$ cat src/design/cepstral_delta_features_unit_macros.svh
// Assertion macros shared by the delta cepstrum unit's modules.
`ifndef CEPSTRAL_DELTA_FEATURES_UNIT_MACROS_SVH
`define CEPSTRAL_DELTA_FEATURES_UNIT_MACROS_SVH

// Same-cycle implication, checked on every rising edge outside reset.
`define CDF_ASSERT_IMP(label, ante, cons) \
  label: assert property (@(posedge clk) disable iff (!rst_n) (ante) |-> (cons)) \
    else $error("cdf: same-cycle check failed");

// Next-cycle implication, checked on every rising edge outside reset.
`define CDF_ASSERT_NXT(label, ante, cons) \
  label: assert property (@(posedge clk) disable iff (!rst_n) (ante) |=> (cons)) \
    else $error("cdf: next-cycle check failed");

`endif

$ cat src/design/cdf_pkg.sv
// Types and constants shared by the delta cepstrum unit.
package cdf_pkg;

  localparam int FRAME_W     = 16;
  localparam int COEF_W      = 5;
  localparam int CEP_W       = 16;
  localparam int DELTA_W     = 17;
  localparam int CFG_W       = 6;
  // Wide enough for a back offset of up to fifteen frames.
  localparam int BACK_W      = 4;
  localparam int QUEUE_DEPTH = 4;
  localparam int LEVEL_W     = $clog2(QUEUE_DEPTH + 1);

  localparam logic [CFG_W-1:0] COEF_COUNT_RESET = 6'd13;

  // One classified word as it waits between the front and the back.
  typedef struct packed {
    logic [FRAME_W-1:0]        frame;
    logic [COEF_W-1:0]         coef;
    logic signed [DELTA_W-1:0] delta;
    logic                      short_err;
    logic                      end_flag;
    logic [BACK_W-1:0]         back_first;
    logic [BACK_W-1:0]         back_last;
  } cmd_t;

endpackage

$ cat src/design/cdf_ram.sv
// Generic single-write, single-read RAM with a registered read port.
module cdf_ram #(
  parameter int DATA_W = 16,
  parameter int DEPTH  = 32
) (
  input  logic                                    clk,
  input  logic                                    wr_en,
  input  logic [((DEPTH > 1) ? $clog2(DEPTH) : 1)-1:0] wr_addr,
  input  logic [DATA_W-1:0]                       wr_data,
  input  logic [((DEPTH > 1) ? $clog2(DEPTH) : 1)-1:0] rd_addr,
  output logic [DATA_W-1:0]                       rd_data
);

  logic [DATA_W-1:0] mem [DEPTH];
  logic [DATA_W-1:0] rd_data_r;

  // Read returns the old contents when the same address is written.
  always_ff @(posedge clk) begin
    if (wr_en) begin
      mem[wr_addr] <= wr_data;
    end
    rd_data_r <= mem[rd_addr];
  end

  assign rd_data = rd_data_r;

endmodule

$ cat src/design/cdf_front.sv
// Front end: accepts coefficient words, keeps the frame history and classifies each word.
`include "cepstral_delta_features_unit_macros.svh"

module cdf_front #(
  parameter int MAX_COEFS   = 32,
  parameter int HALF_WINDOW = 2
) (
  input  logic                                          clk,
  input  logic                                          rst_n,
  input  logic                                          push,
  output logic                                          full,
  input  logic signed [cdf_pkg::CEP_W-1:0]              in_cep_value,
  input  logic                                          in_final_frame,
  input  logic                                          cfg_wr_en,
  input  logic [cdf_pkg::CFG_W-1:0]                     cfg_wr_data,
  input  logic [cdf_pkg::LEVEL_W-1:0]                   q_level,
  output logic                                          q_push,
  output cdf_pkg::cmd_t                                 q_cmd,
  output logic [2*HALF_WINDOW:0][cdf_pkg::CEP_W-1:0]    q_vals
);

  localparam int SLOTS = 2 * HALF_WINDOW;
  localparam int HPW   = $clog2(SLOTS);
  localparam int AW    = (MAX_COEFS > 1) ? $clog2(MAX_COEFS) : 1;
  localparam int NW    = ($clog2(MAX_COEFS + 1) > 6) ? $clog2(MAX_COEFS + 1) : 6;

  logic [cdf_pkg::CFG_W-1:0]   coef_count_r;
  logic [cdf_pkg::COEF_W-1:0]  coef_cnt_r, coef_cnt_nxt;
  logic [cdf_pkg::FRAME_W-1:0] frame_cnt_r, frame_cnt_nxt;
  logic [HPW-1:0]              hist_ptr_r, hist_ptr_nxt;
  logic                        enough_r, enough_nxt;

  logic                              s1_valid_r;
  logic [cdf_pkg::FRAME_W-1:0]       s1_frame_r;
  logic [cdf_pkg::COEF_W-1:0]        s1_coef_r;
  logic signed [cdf_pkg::CEP_W-1:0]  s1_cur_r;
  logic                              s1_short_r, s1_lead_r, s1_fin_r, s1_last_r;
  logic [HPW-1:0]                    s1_hp_r;

  logic                              accept;
  logic [NW-1:0]                     active_n;
  logic                              last;
  logic                              short_case;
  logic                              lead_case;
  logic [AW-1:0]                     addr;
  logic [SLOTS-1:0][cdf_pkg::CEP_W-1:0] rd_data;

  assign full   = ({1'b0, q_level} + (cdf_pkg::LEVEL_W + 1)'(s1_valid_r))
                  >= (cdf_pkg::LEVEL_W + 1)'(cdf_pkg::QUEUE_DEPTH);
  assign accept = push && !full;

  // Zero coefficients act as one, and anything above the store as its size.
  always_comb begin
    if (coef_count_r == '0) begin
      active_n = NW'(1);
    end else if (NW'(coef_count_r) > NW'(MAX_COEFS)) begin
      active_n = NW'(MAX_COEFS);
    end else begin
      active_n = NW'(coef_count_r);
    end
  end

  assign last       = (NW'(coef_cnt_r) + NW'(1)) >= active_n;
  assign short_case = !enough_r && (frame_cnt_r < cdf_pkg::FRAME_W'(SLOTS));
  assign lead_case  = !enough_r && (frame_cnt_r == cdf_pkg::FRAME_W'(SLOTS));
  assign addr       = AW'(coef_cnt_r);

  always_comb begin
    coef_cnt_nxt  = coef_cnt_r;
    frame_cnt_nxt = frame_cnt_r;
    hist_ptr_nxt  = hist_ptr_r;
    enough_nxt    = enough_r;
    if (accept) begin
      if (!last) begin
        coef_cnt_nxt = coef_cnt_r + cdf_pkg::COEF_W'(1);
      end else begin
        coef_cnt_nxt = '0;
        if (in_final_frame) begin
          frame_cnt_nxt = '0;
          hist_ptr_nxt  = '0;
          enough_nxt    = 1'b0;
        end else begin
          if (frame_cnt_r >= cdf_pkg::FRAME_W'(SLOTS)) begin
            enough_nxt = 1'b1;
          end
          frame_cnt_nxt = frame_cnt_r + cdf_pkg::FRAME_W'(1);
          hist_ptr_nxt  = (hist_ptr_r == HPW'(SLOTS - 1)) ? '0 : hist_ptr_r + HPW'(1);
        end
      end
    end
  end

  always_ff @(posedge clk) begin
    if (!rst_n) begin
      coef_count_r <= cdf_pkg::COEF_COUNT_RESET;
      coef_cnt_r   <= '0;
      frame_cnt_r  <= '0;
      hist_ptr_r   <= '0;
      enough_r     <= 1'b0;
      s1_valid_r   <= 1'b0;
    end else begin
      if (cfg_wr_en) begin
        coef_count_r <= cfg_wr_data;
      end
      coef_cnt_r  <= coef_cnt_nxt;
      frame_cnt_r <= frame_cnt_nxt;
      hist_ptr_r  <= hist_ptr_nxt;
      enough_r    <= enough_nxt;
      s1_valid_r  <= accept;
    end
  end

  always_ff @(posedge clk) begin
    if (accept) begin
      s1_frame_r <= frame_cnt_r;
      s1_coef_r  <= coef_cnt_r;
      s1_cur_r   <= in_cep_value;
      s1_short_r <= short_case;
      s1_lead_r  <= lead_case;
      s1_fin_r   <= in_final_frame;
      s1_last_r  <= last;
      s1_hp_r    <= hist_ptr_r;
    end
  end

  // One history slot per past frame; all are read at the coefficient position.
  for (genvar s = 0; s < SLOTS; s++) begin : g_slot
    cdf_ram #(
      .DATA_W (cdf_pkg::CEP_W),
      .DEPTH  (MAX_COEFS)
    ) u_ram (
      .clk     (clk),
      .wr_en   (accept && (hist_ptr_r == HPW'(s))),
      .wr_addr (addr),
      .wr_data (in_cep_value),
      .rd_addr (addr),
      .rd_data (rd_data[s])
    );
  end

  // Entry b of the value vector is the coefficient b frames back.
  always_comb begin
    logic [HPW:0] sl;
    sl        = '0;
    q_vals[0] = s1_cur_r;
    for (int b = 1; b <= SLOTS; b++) begin
      sl = (HPW + 1)'(s1_hp_r) + (HPW + 1)'(SLOTS - b);
      if (sl >= (HPW + 1)'(SLOTS)) begin
        sl = sl - (HPW + 1)'(SLOTS);
      end
      q_vals[b] = rd_data[sl[HPW-1:0]];
    end
  end

  always_comb begin
    q_cmd.frame     = s1_frame_r;
    q_cmd.coef      = s1_coef_r;
    q_cmd.delta     = s1_short_r ? '0 :
                      $signed({s1_cur_r[cdf_pkg::CEP_W-1], s1_cur_r})
                      - $signed({q_vals[SLOTS][cdf_pkg::CEP_W-1], q_vals[SLOTS]});
    q_cmd.short_err = s1_short_r;
    q_cmd.end_flag  = s1_fin_r && s1_last_r;
    q_cmd.back_first = (s1_short_r || s1_lead_r) ? cdf_pkg::BACK_W'(s1_frame_r)
                                                 : cdf_pkg::BACK_W'(HALF_WINDOW);
    q_cmd.back_last  = s1_fin_r ? '0 : cdf_pkg::BACK_W'(HALF_WINDOW);
  end

  // A word of a short utterance before its final frame causes no result.
  assign q_push = s1_valid_r && !(s1_short_r && !s1_fin_r);

  `CDF_ASSERT_IMP(a_ptr_range, 1'b1, (HPW + 1)'(hist_ptr_r) < (HPW + 1)'(SLOTS))
  `CDF_ASSERT_IMP(a_fresh_utt, (frame_cnt_r == '0) && !enough_r, hist_ptr_r == '0)

endmodule

$ cat src/design/cdf_queue.sv
// Short register queue between the front end and the result sequencer.
`include "cepstral_delta_features_unit_macros.svh"

module cdf_queue #(
  parameter int WIDTH = 64,
  parameter int DEPTH = 4
) (
  input  logic                             clk,
  input  logic                             rst_n,
  input  logic                             push,
  input  logic [WIDTH-1:0]                 push_data,
  input  logic                             pop,
  output logic [WIDTH-1:0]                 pop_data,
  output logic                             empty,
  output logic [$clog2(DEPTH + 1)-1:0]     level
);

  localparam int PW = (DEPTH > 1) ? $clog2(DEPTH) : 1;
  localparam int LW = $clog2(DEPTH + 1);

  logic [DEPTH-1:0][WIDTH-1:0] mem_r;
  logic [PW-1:0]               wr_ptr_r, wr_ptr_nxt;
  logic [PW-1:0]               rd_ptr_r, rd_ptr_nxt;
  logic [LW-1:0]               level_r, level_nxt;

  always_comb begin
    wr_ptr_nxt = wr_ptr_r;
    rd_ptr_nxt = rd_ptr_r;
    level_nxt  = level_r;
    if (push) begin
      wr_ptr_nxt = (wr_ptr_r == PW'(DEPTH - 1)) ? '0 : wr_ptr_r + PW'(1);
    end
    if (pop) begin
      rd_ptr_nxt = (rd_ptr_r == PW'(DEPTH - 1)) ? '0 : rd_ptr_r + PW'(1);
    end
    if (push && !pop) begin
      level_nxt = level_r + LW'(1);
    end else if (pop && !push) begin
      level_nxt = level_r - LW'(1);
    end
  end

  always_ff @(posedge clk) begin
    if (!rst_n) begin
      wr_ptr_r <= '0;
      rd_ptr_r <= '0;
      level_r  <= '0;
    end else begin
      wr_ptr_r <= wr_ptr_nxt;
      rd_ptr_r <= rd_ptr_nxt;
      level_r  <= level_nxt;
    end
  end

  always_ff @(posedge clk) begin
    if (push) begin
      mem_r[wr_ptr_r] <= push_data;
    end
  end

  assign pop_data = mem_r[rd_ptr_r];
  assign empty    = (level_r == '0);
  assign level    = level_r;

  // The front end reserves room, so a push never meets a full queue.
  `CDF_ASSERT_IMP(a_no_overflow, push, level_r != LW'(DEPTH))
  `CDF_ASSERT_NXT(a_drain, pop && !push && (level_r == LW'(1)), empty)

endmodule

$ cat src/design/cdf_back.sv
// Result sequencer: expands each queued word into its results and holds the output word.
`include "cepstral_delta_features_unit_macros.svh"

module cdf_back #(
  parameter int HALF_WINDOW = 2
) (
  input  logic                                          clk,
  input  logic                                          rst_n,
  input  logic                                          q_empty,
  input  cdf_pkg::cmd_t                                 q_cmd,
  input  logic [2*HALF_WINDOW:0][cdf_pkg::CEP_W-1:0]    q_vals,
  output logic                                          q_pop,
  output logic                                          empty,
  input  logic                                          pop,
  output logic [cdf_pkg::FRAME_W-1:0]                   out_frame_index,
  output logic [cdf_pkg::COEF_W-1:0]                    out_coef_index,
  output logic signed [cdf_pkg::CEP_W-1:0]              out_cep_out,
  output logic signed [cdf_pkg::DELTA_W-1:0]            out_delta_out,
  output logic                                          out_utterance_end,
  output logic                                          out_short_error
);

  localparam int SLOTS = 2 * HALF_WINDOW;
  localparam int BW    = $clog2(SLOTS + 1);

  logic                              mid_r, mid_nxt;
  logic [BW-1:0]                     back_r, back_nxt;
  logic                              out_valid_r, out_valid_nxt;
  logic [cdf_pkg::FRAME_W-1:0]       frame_r;
  logic [cdf_pkg::COEF_W-1:0]        coef_r;
  logic [cdf_pkg::CEP_W-1:0]         cep_r;
  logic signed [cdf_pkg::DELTA_W-1:0] delta_r;
  logic                              end_r, short_r;

  logic          load;
  logic          done;
  logic [BW-1:0] cur_b;

  assign cur_b = mid_r ? back_r : q_cmd.back_first[BW-1:0];
  assign load  = !q_empty && (!out_valid_r || pop);
  assign done  = (cur_b == q_cmd.back_last[BW-1:0]);
  assign q_pop = load && done;

  always_comb begin
    mid_nxt  = mid_r;
    back_nxt = back_r;
    if (load) begin
      mid_nxt  = !done;
      back_nxt = cur_b - BW'(1);
    end
    if (load) begin
      out_valid_nxt = 1'b1;
    end else if (pop) begin
      out_valid_nxt = 1'b0;
    end else begin
      out_valid_nxt = out_valid_r;
    end
  end

  always_ff @(posedge clk) begin
    if (!rst_n) begin
      mid_r       <= 1'b0;
      back_r      <= '0;
      out_valid_r <= 1'b0;
    end else begin
      mid_r       <= mid_nxt;
      back_r      <= back_nxt;
      out_valid_r <= out_valid_nxt;
    end
  end

  always_ff @(posedge clk) begin
    if (load) begin
      frame_r <= q_cmd.frame - cdf_pkg::FRAME_W'(cur_b);
      coef_r  <= q_cmd.coef;
      cep_r   <= q_vals[cur_b];
      delta_r <= q_cmd.delta;
      end_r   <= q_cmd.end_flag && done;
      short_r <= q_cmd.short_err;
    end
  end

  assign empty             = !out_valid_r;
  assign out_frame_index   = frame_r;
  assign out_coef_index    = coef_r;
  assign out_cep_out       = cep_r;
  assign out_delta_out     = delta_r;
  assign out_utterance_end = end_r;
  assign out_short_error   = short_r;

  // Part way through a word, that word must still be at the head of the queue.
  `CDF_ASSERT_IMP(a_mid_has_word, mid_r, !q_empty)

endmodule

$ cat src/design/cepstral_delta_features_unit.sv
// Top level of the delta cepstrum unit: front end, queue and result sequencer.
//
//   Channel  Handshake         Payload
//   input    push / full       in_cep_value, in_final_frame
//   result   empty / pop       out_frame_index, out_coef_index, out_cep_out,
//                              out_delta_out, out_utterance_end, out_short_error
//   config   cfg_wr_en         cfg_wr_data (coefficients per frame)
//
// One input word is taken per cycle while full is low. Each word gives zero
// to 2*HALF_WINDOW+1 results, and the sequencer hands out one result per
// cycle while the output is popped or empty; a word stays at the queue head
// until its last result is loaded into the output register.
// Reset is synchronous and active low; it clears counters, pointers and the
// queue at once. The history RAMs are not cleared.
// full rises while the four-word queue plus the word in the classify stage
// would leave no room; a stalled result simply holds in the output register.
module cepstral_delta_features_unit #(
  parameter int MAX_COEFS   = 32,
  parameter int HALF_WINDOW = 2
) (
  input  logic                                clk,
  input  logic                                rst_n,
  input  logic                                push,
  output logic                                full,
  input  logic signed [cdf_pkg::CEP_W-1:0]    in_cep_value,
  input  logic                                in_final_frame,
  output logic                                empty,
  input  logic                                pop,
  output logic [cdf_pkg::FRAME_W-1:0]         out_frame_index,
  output logic [cdf_pkg::COEF_W-1:0]          out_coef_index,
  output logic signed [cdf_pkg::CEP_W-1:0]    out_cep_out,
  output logic signed [cdf_pkg::DELTA_W-1:0]  out_delta_out,
  output logic                                out_utterance_end,
  output logic                                out_short_error,
  input  logic                                cfg_wr_en,
  input  logic [cdf_pkg::CFG_W-1:0]           cfg_wr_data
);

  localparam int SLOTS = 2 * HALF_WINDOW;
  localparam int QW    = $bits(cdf_pkg::cmd_t) + (SLOTS + 1) * cdf_pkg::CEP_W;

  // Words cross from the front end to the back end through the queue, each
  // carrying its classification and the coefficient of every frame it spans.
  logic                                 q_push;
  cdf_pkg::cmd_t                        push_cmd;
  logic [SLOTS:0][cdf_pkg::CEP_W-1:0]   push_vals;
  logic [QW-1:0]                        push_data;
  logic [QW-1:0]                        pop_data;
  cdf_pkg::cmd_t                        head_cmd;
  logic [SLOTS:0][cdf_pkg::CEP_W-1:0]   head_vals;
  logic                                 q_pop;
  logic                                 q_empty;
  logic [cdf_pkg::LEVEL_W-1:0]          q_level;

  cdf_front #(
    .MAX_COEFS   (MAX_COEFS),
    .HALF_WINDOW (HALF_WINDOW)
  ) u_front (
    .clk            (clk),
    .rst_n          (rst_n),
    .push           (push),
    .full           (full),
    .in_cep_value   (in_cep_value),
    .in_final_frame (in_final_frame),
    .cfg_wr_en      (cfg_wr_en),
    .cfg_wr_data    (cfg_wr_data),
    .q_level        (q_level),
    .q_push         (q_push),
    .q_cmd          (push_cmd),
    .q_vals         (push_vals)
  );

  assign push_data = {push_cmd, push_vals};

  cdf_queue #(
    .WIDTH (QW),
    .DEPTH (cdf_pkg::QUEUE_DEPTH)
  ) u_queue (
    .clk       (clk),
    .rst_n     (rst_n),
    .push      (q_push),
    .push_data (push_data),
    .pop       (q_pop),
    .pop_data  (pop_data),
    .empty     (q_empty),
    .level     (q_level)
  );

  assign {head_cmd, head_vals} = pop_data;

  cdf_back #(
    .HALF_WINDOW (HALF_WINDOW)
  ) u_back (
    .clk               (clk),
    .rst_n             (rst_n),
    .q_empty           (q_empty),
    .q_cmd             (head_cmd),
    .q_vals            (head_vals),
    .q_pop             (q_pop),
    .empty             (empty),
    .pop               (pop),
    .out_frame_index   (out_frame_index),
    .out_coef_index    (out_coef_index),
    .out_cep_out       (out_cep_out),
    .out_delta_out     (out_delta_out),
    .out_utterance_end (out_utterance_end),
    .out_short_error   (out_short_error)
  );

endmodule

$ cat config.mk
export PLATFORM = sky130hd
export DESIGN_NAME = cepstral_delta_features_unit
export DESIGN_NICKNAME = d
export VERILOG_FILES = /design/src/design/cdf_pkg.sv /design/src/design/cdf_ram.sv /design/src/design/cdf_front.sv /design/src/design/cdf_queue.sv /design/src/design/cdf_back.sv /design/src/design/cepstral_delta_features_unit.sv
export VERILOG_INCLUDE_DIRS = /design/src /design/src/design
export SDC_FILE = /design/constraint.sdc
export NUM_CORES = 2
export LEC_CHECK = 0
export ABC_AREA = 1
export BUFFER_PORTS_ARGS = -buffer_cell sky130_fd_sc_hd__buf_4
export CAP_MARGIN = 20
export CORE_AREA = 2 2 560 562
export CTS_CLUSTER_DIAMETER = 120
export DETAILED_ROUTE_END_ITERATION = 12
export DIE_AREA = 0 0 562 564
export SYNTH_ARGS = -nofsm -noshare
export SYNTH_HDL_FRONTEND = slang
export SYNTH_SLANG_ARGS = --single-unit
$ cat constraint.sdc
create_clock -name clk -period 7.7 [get_ports clk]
set_input_delay 1.925 -clock clk [delete_from_list [all_inputs] [get_ports clk]]
set_output_delay 1.925 -clock clk [all_outputs]
set_load 0.1 [all_outputs]
==> results.yml <==
drt:
  wl_per_cell_um: 23.4
  drc: 0
  routed_wirelength_um: 302000
  firstDrtPassIters: 8
  viasPerCell: 5.37
  drt_iter0_markers: 9263
  ant_nets: 0
  vias: 69400
pwr:
  swShare_pct: 33.2
  p_leak_nw: 40.1
  p_per_area_nw_per_um2: 330
  power_frac_clock_pct: 31.7
  power_frac_comb_pct: 23.9
  p_int_mw: 26.9
  peakVddDrop_v: 0.000231
  p_sw_mw: 13.4
  p_seq_share_pct: 44.4
floorplanning:
  die-area_um2: 317000
  core_um2: 311000
  row_count: 205
  die_h_um: 564
  io-pin-count: 86
  die_w_um: 562
  start_util_pct: 34.8
global_route:
  grt_pass1_vias: 64900
  grtUsageMet1_pct: 26.1
  grt_max_degree: 229
  busiest_layer: "met2"
  grtUsageMet2_pct: 28.0
  grt_pass1_wl_um: 437000
  grt_antenna_before_repair: 10
  grt_util_all_layers_pct: 18.4
  overflow: 0
  use_met3_pct: 4.18
final_layout:
  nNetsFinal: 8644
  seq_area_um2: 81500
  drive_gt1_share_pct: 7.98
  areaGrowthSynthToFinish_pct: 12.6
  final_core_util_pct: 39.3
  final.fill_count: 28900
  multi_input_area_um2: 23700
clocking:
  tritoncts: "built"
  cts_buffers: 276
  ctsResizeCount: 0
  cts-root-buf: "clkbuf_16"
  hold_buffers: 0
  cts_buffer_depth: 4
  htree_num_levels: 5
  post_cts_buffers: 0
  clock_latency_ns: 0.88
  cts.sinks: 2750
  clkTransAtPathRegs_ns: 0.06
logic_synthesis:
  ys_seq_area_share_pct: 75.2
  synth_top_area_cell: "edfxtp_1"
  yosys-top-cells-area: "edfxtp_1, o21ai_0, nor2_1"
  synth_top_flop_cell: "edfxtp_1"
  ys_warn_count: 0
  syn_nets: 8611
  synth_edf_count: 2643
  synth_top_area_share_pct: 73.3
  synth_area_per_cell_um2: 12.7
  syn_area_um2: 108000
  ys_types: 49
  synthCells: 8538
  ys_ff_latch: 2750
  async_flop_share_pct: 0
worst_setup_path:
  cp.arrival_ns: 5.50
  rrSetupSlack_ns: 2.98
  setup.worst_path.start_class: "flip-flop"
  path_class: "reg2reg"
  crit_path_max_fanout: 69
  cp.required_ns: 8.48
  critical_path.endpoint_type: "flip-flop"
sta:
  skew_ns: 0.0469
  slew_headroom_pct: 22.7
  max_freq_ghz: 0.212
  hold_slack_ns: 0.483
  setup_viol: 0
  tns_ns: 0
  rsz0062_at_grt: "no"
  fin_crit_sh_pct: 61.3
  tightest_slew_ns: 1.16
  slew_viol_final: 0
  finalHoldViolCount: 0
  min_period_ns: 4.72
job:
  max_cap_violations: 0
status:
  outcome: "finished, final reports clean"
worst_hold_path:
  hp-class: "reg2reg"
placed_design:
  globalplace.congestion: 0.903
  port_buffers: 85
  hpwl_um: 176000
[sequential cells by signal (all words and copies together), names as in the netlist, 6 cells and up]
register                      count
u_front.coef_count_r              6
u_front.s1_frame_r               16
u_back.out_frame_index           16
u_queue.mem_r                   496
u_front.g_slot.u_ram.rd_data     64
u_back.out_cep_out               16
u_front.g_slot.u_ram.mem       2048
u_back.out_delta_out             17
u_front.frame_cnt_r              16
u_front.s1_cur_r                 16
[logic make-up after synthesis]
logic type / synth area share [%]
and+or+nand+nor: 10.7
DFF: 75.2
AOI/OAI and AO/OA: 10.3
buffers and inverters: 3.02
adders and majority gates: 0.541
xor gates and xnor gates: 0.162
[area by class of cell]
class                      instances  area share (%)
timing repair buffer             297            2.01
sequential                      2750            66.8
multi-input combinational       5046            19.4
antenna                            4         0.00820
clock buffer                     365            6.15
clock inverter                   110           0.729
inverter                         200           0.649
tap                             4140            4.25
[final timing paths]
kind / from / cells after the start / endpoint
worst max register to register: u_front.addr[0]$_SDFFE_PN0P_ / 13 / u_front.frame_cnt_r[2]$_SDFFE_PN0P_
worst max-delay path: u_front.addr[0]$_SDFFE_PN0P_ / 13 / u_front.frame_cnt_r[2]$_SDFFE_PN0P_
worst min-delay path: u_front.frame_cnt_r[6]$_SDFFE_PN0P_ / 0 / u_front.s1_frame_r[6]$_DFFE_PP_
worst min register to register: u_front.frame_cnt_r[6]$_SDFFE_PN0P_ / 0 / u_front.s1_frame_r[6]$_DFFE_PP_
[power by group through the flow]
stage	combinational (mW)	sequential, mW	clock [mW]
5_1_grt	10.4	17.9	13.5
3_5_place_dp	9.50	18.2	0
3_3_place_gp	9.36	18.2	0
4_1_cts	9.52	17.9	12.9
6_report	9.62	17.9	12.7
2_1_floorplan	5.15	19.1	0
[metrics by stage]
stage	setup slack (ns)	instances	power [mW]	area, um^2
after CTS	3.11	12900	40.3	122000
after detailed placement	2.55	12400	27.7	113000
final	2.98	12900	40.2	122000
after floorplan	1.13	8538	24.2	108000
after global placement	2.55	12400	27.5	113000
after global routing	2.76	12900	41.8	122000
[metal layers]
metal	up-vias	wire length [um]
li1	31100	-
met1	34500	128000
met2	3263	134000
met3	488	30200
met4	4	9530
met5	-	31
[Yosys cell counts (2+ instances only)]
cell type and n:
a211oi_1 6, buf_6 29, o21bai_1 3, xnor2_1 7, inv_1 190, and3_1 7
nand4_1 129, dfxtp_1 107, a31oi_1 2, buf_8 2, a21o_1 4, fa_1 3
or2_1 49, edfxtp_1 2643, nor2_2 3, o211ai_1 10, ha_1 42, buf_4 23
nor2_1 1487, buf_1 34, clkbuf_1 329, nor3_1 18, a21oi_1 105, o22ai_1 565
xor2_1 13, nand3_1 109, nand2_2 3, clkinv_1 2, buf_2 125, nand2_1 1089
or2_2 4, inv_2 6, o21ai_0 1325, o21ai_1 50
[worst max-delay path: stages, from the launching register on]
cell and delay (ns):
dfxtp_4 0.91, ha_1 0.68, nand2_1 0.62, nand2_1 0.29, ha_1 0.26, nand2_1 0.09, a21oi_1 0.04, nor3_1 0.20
nand2_1 0.10, nand2_1 0.63, nand2_1 0.28, nand2_1 0.28, nand2_1 0.11, nor2_1 0.11
[placed cells by master (no fill, tap or decap), types with 8 or more instances in the layout]
cell / count
clkinv_1: 47
or2_1: 49
xor2_1: 12
clkbuf_8: 10
nand2_1: 1088
edfxtp_1: 2643
clkbuf_1: 72
bufinv_16: 11
nor3_1: 18
inv_1: 189
nand3_1: 109
o21ai_0: 1325
clkbuf_16: 284
buf_6: 8
nor2_4: 13
o22ai_1: 565
o21ai_1: 49
ha_1: 42
nand4_1: 129
clkinvlp_4: 9
a21oi_1: 104
buf_4: 274
buf_12: 12
o211ai_1: 10
nor2_1: 1473
dfxtp_1: 103
clkinv_2: 33
(Power assumes the default switching activity.)
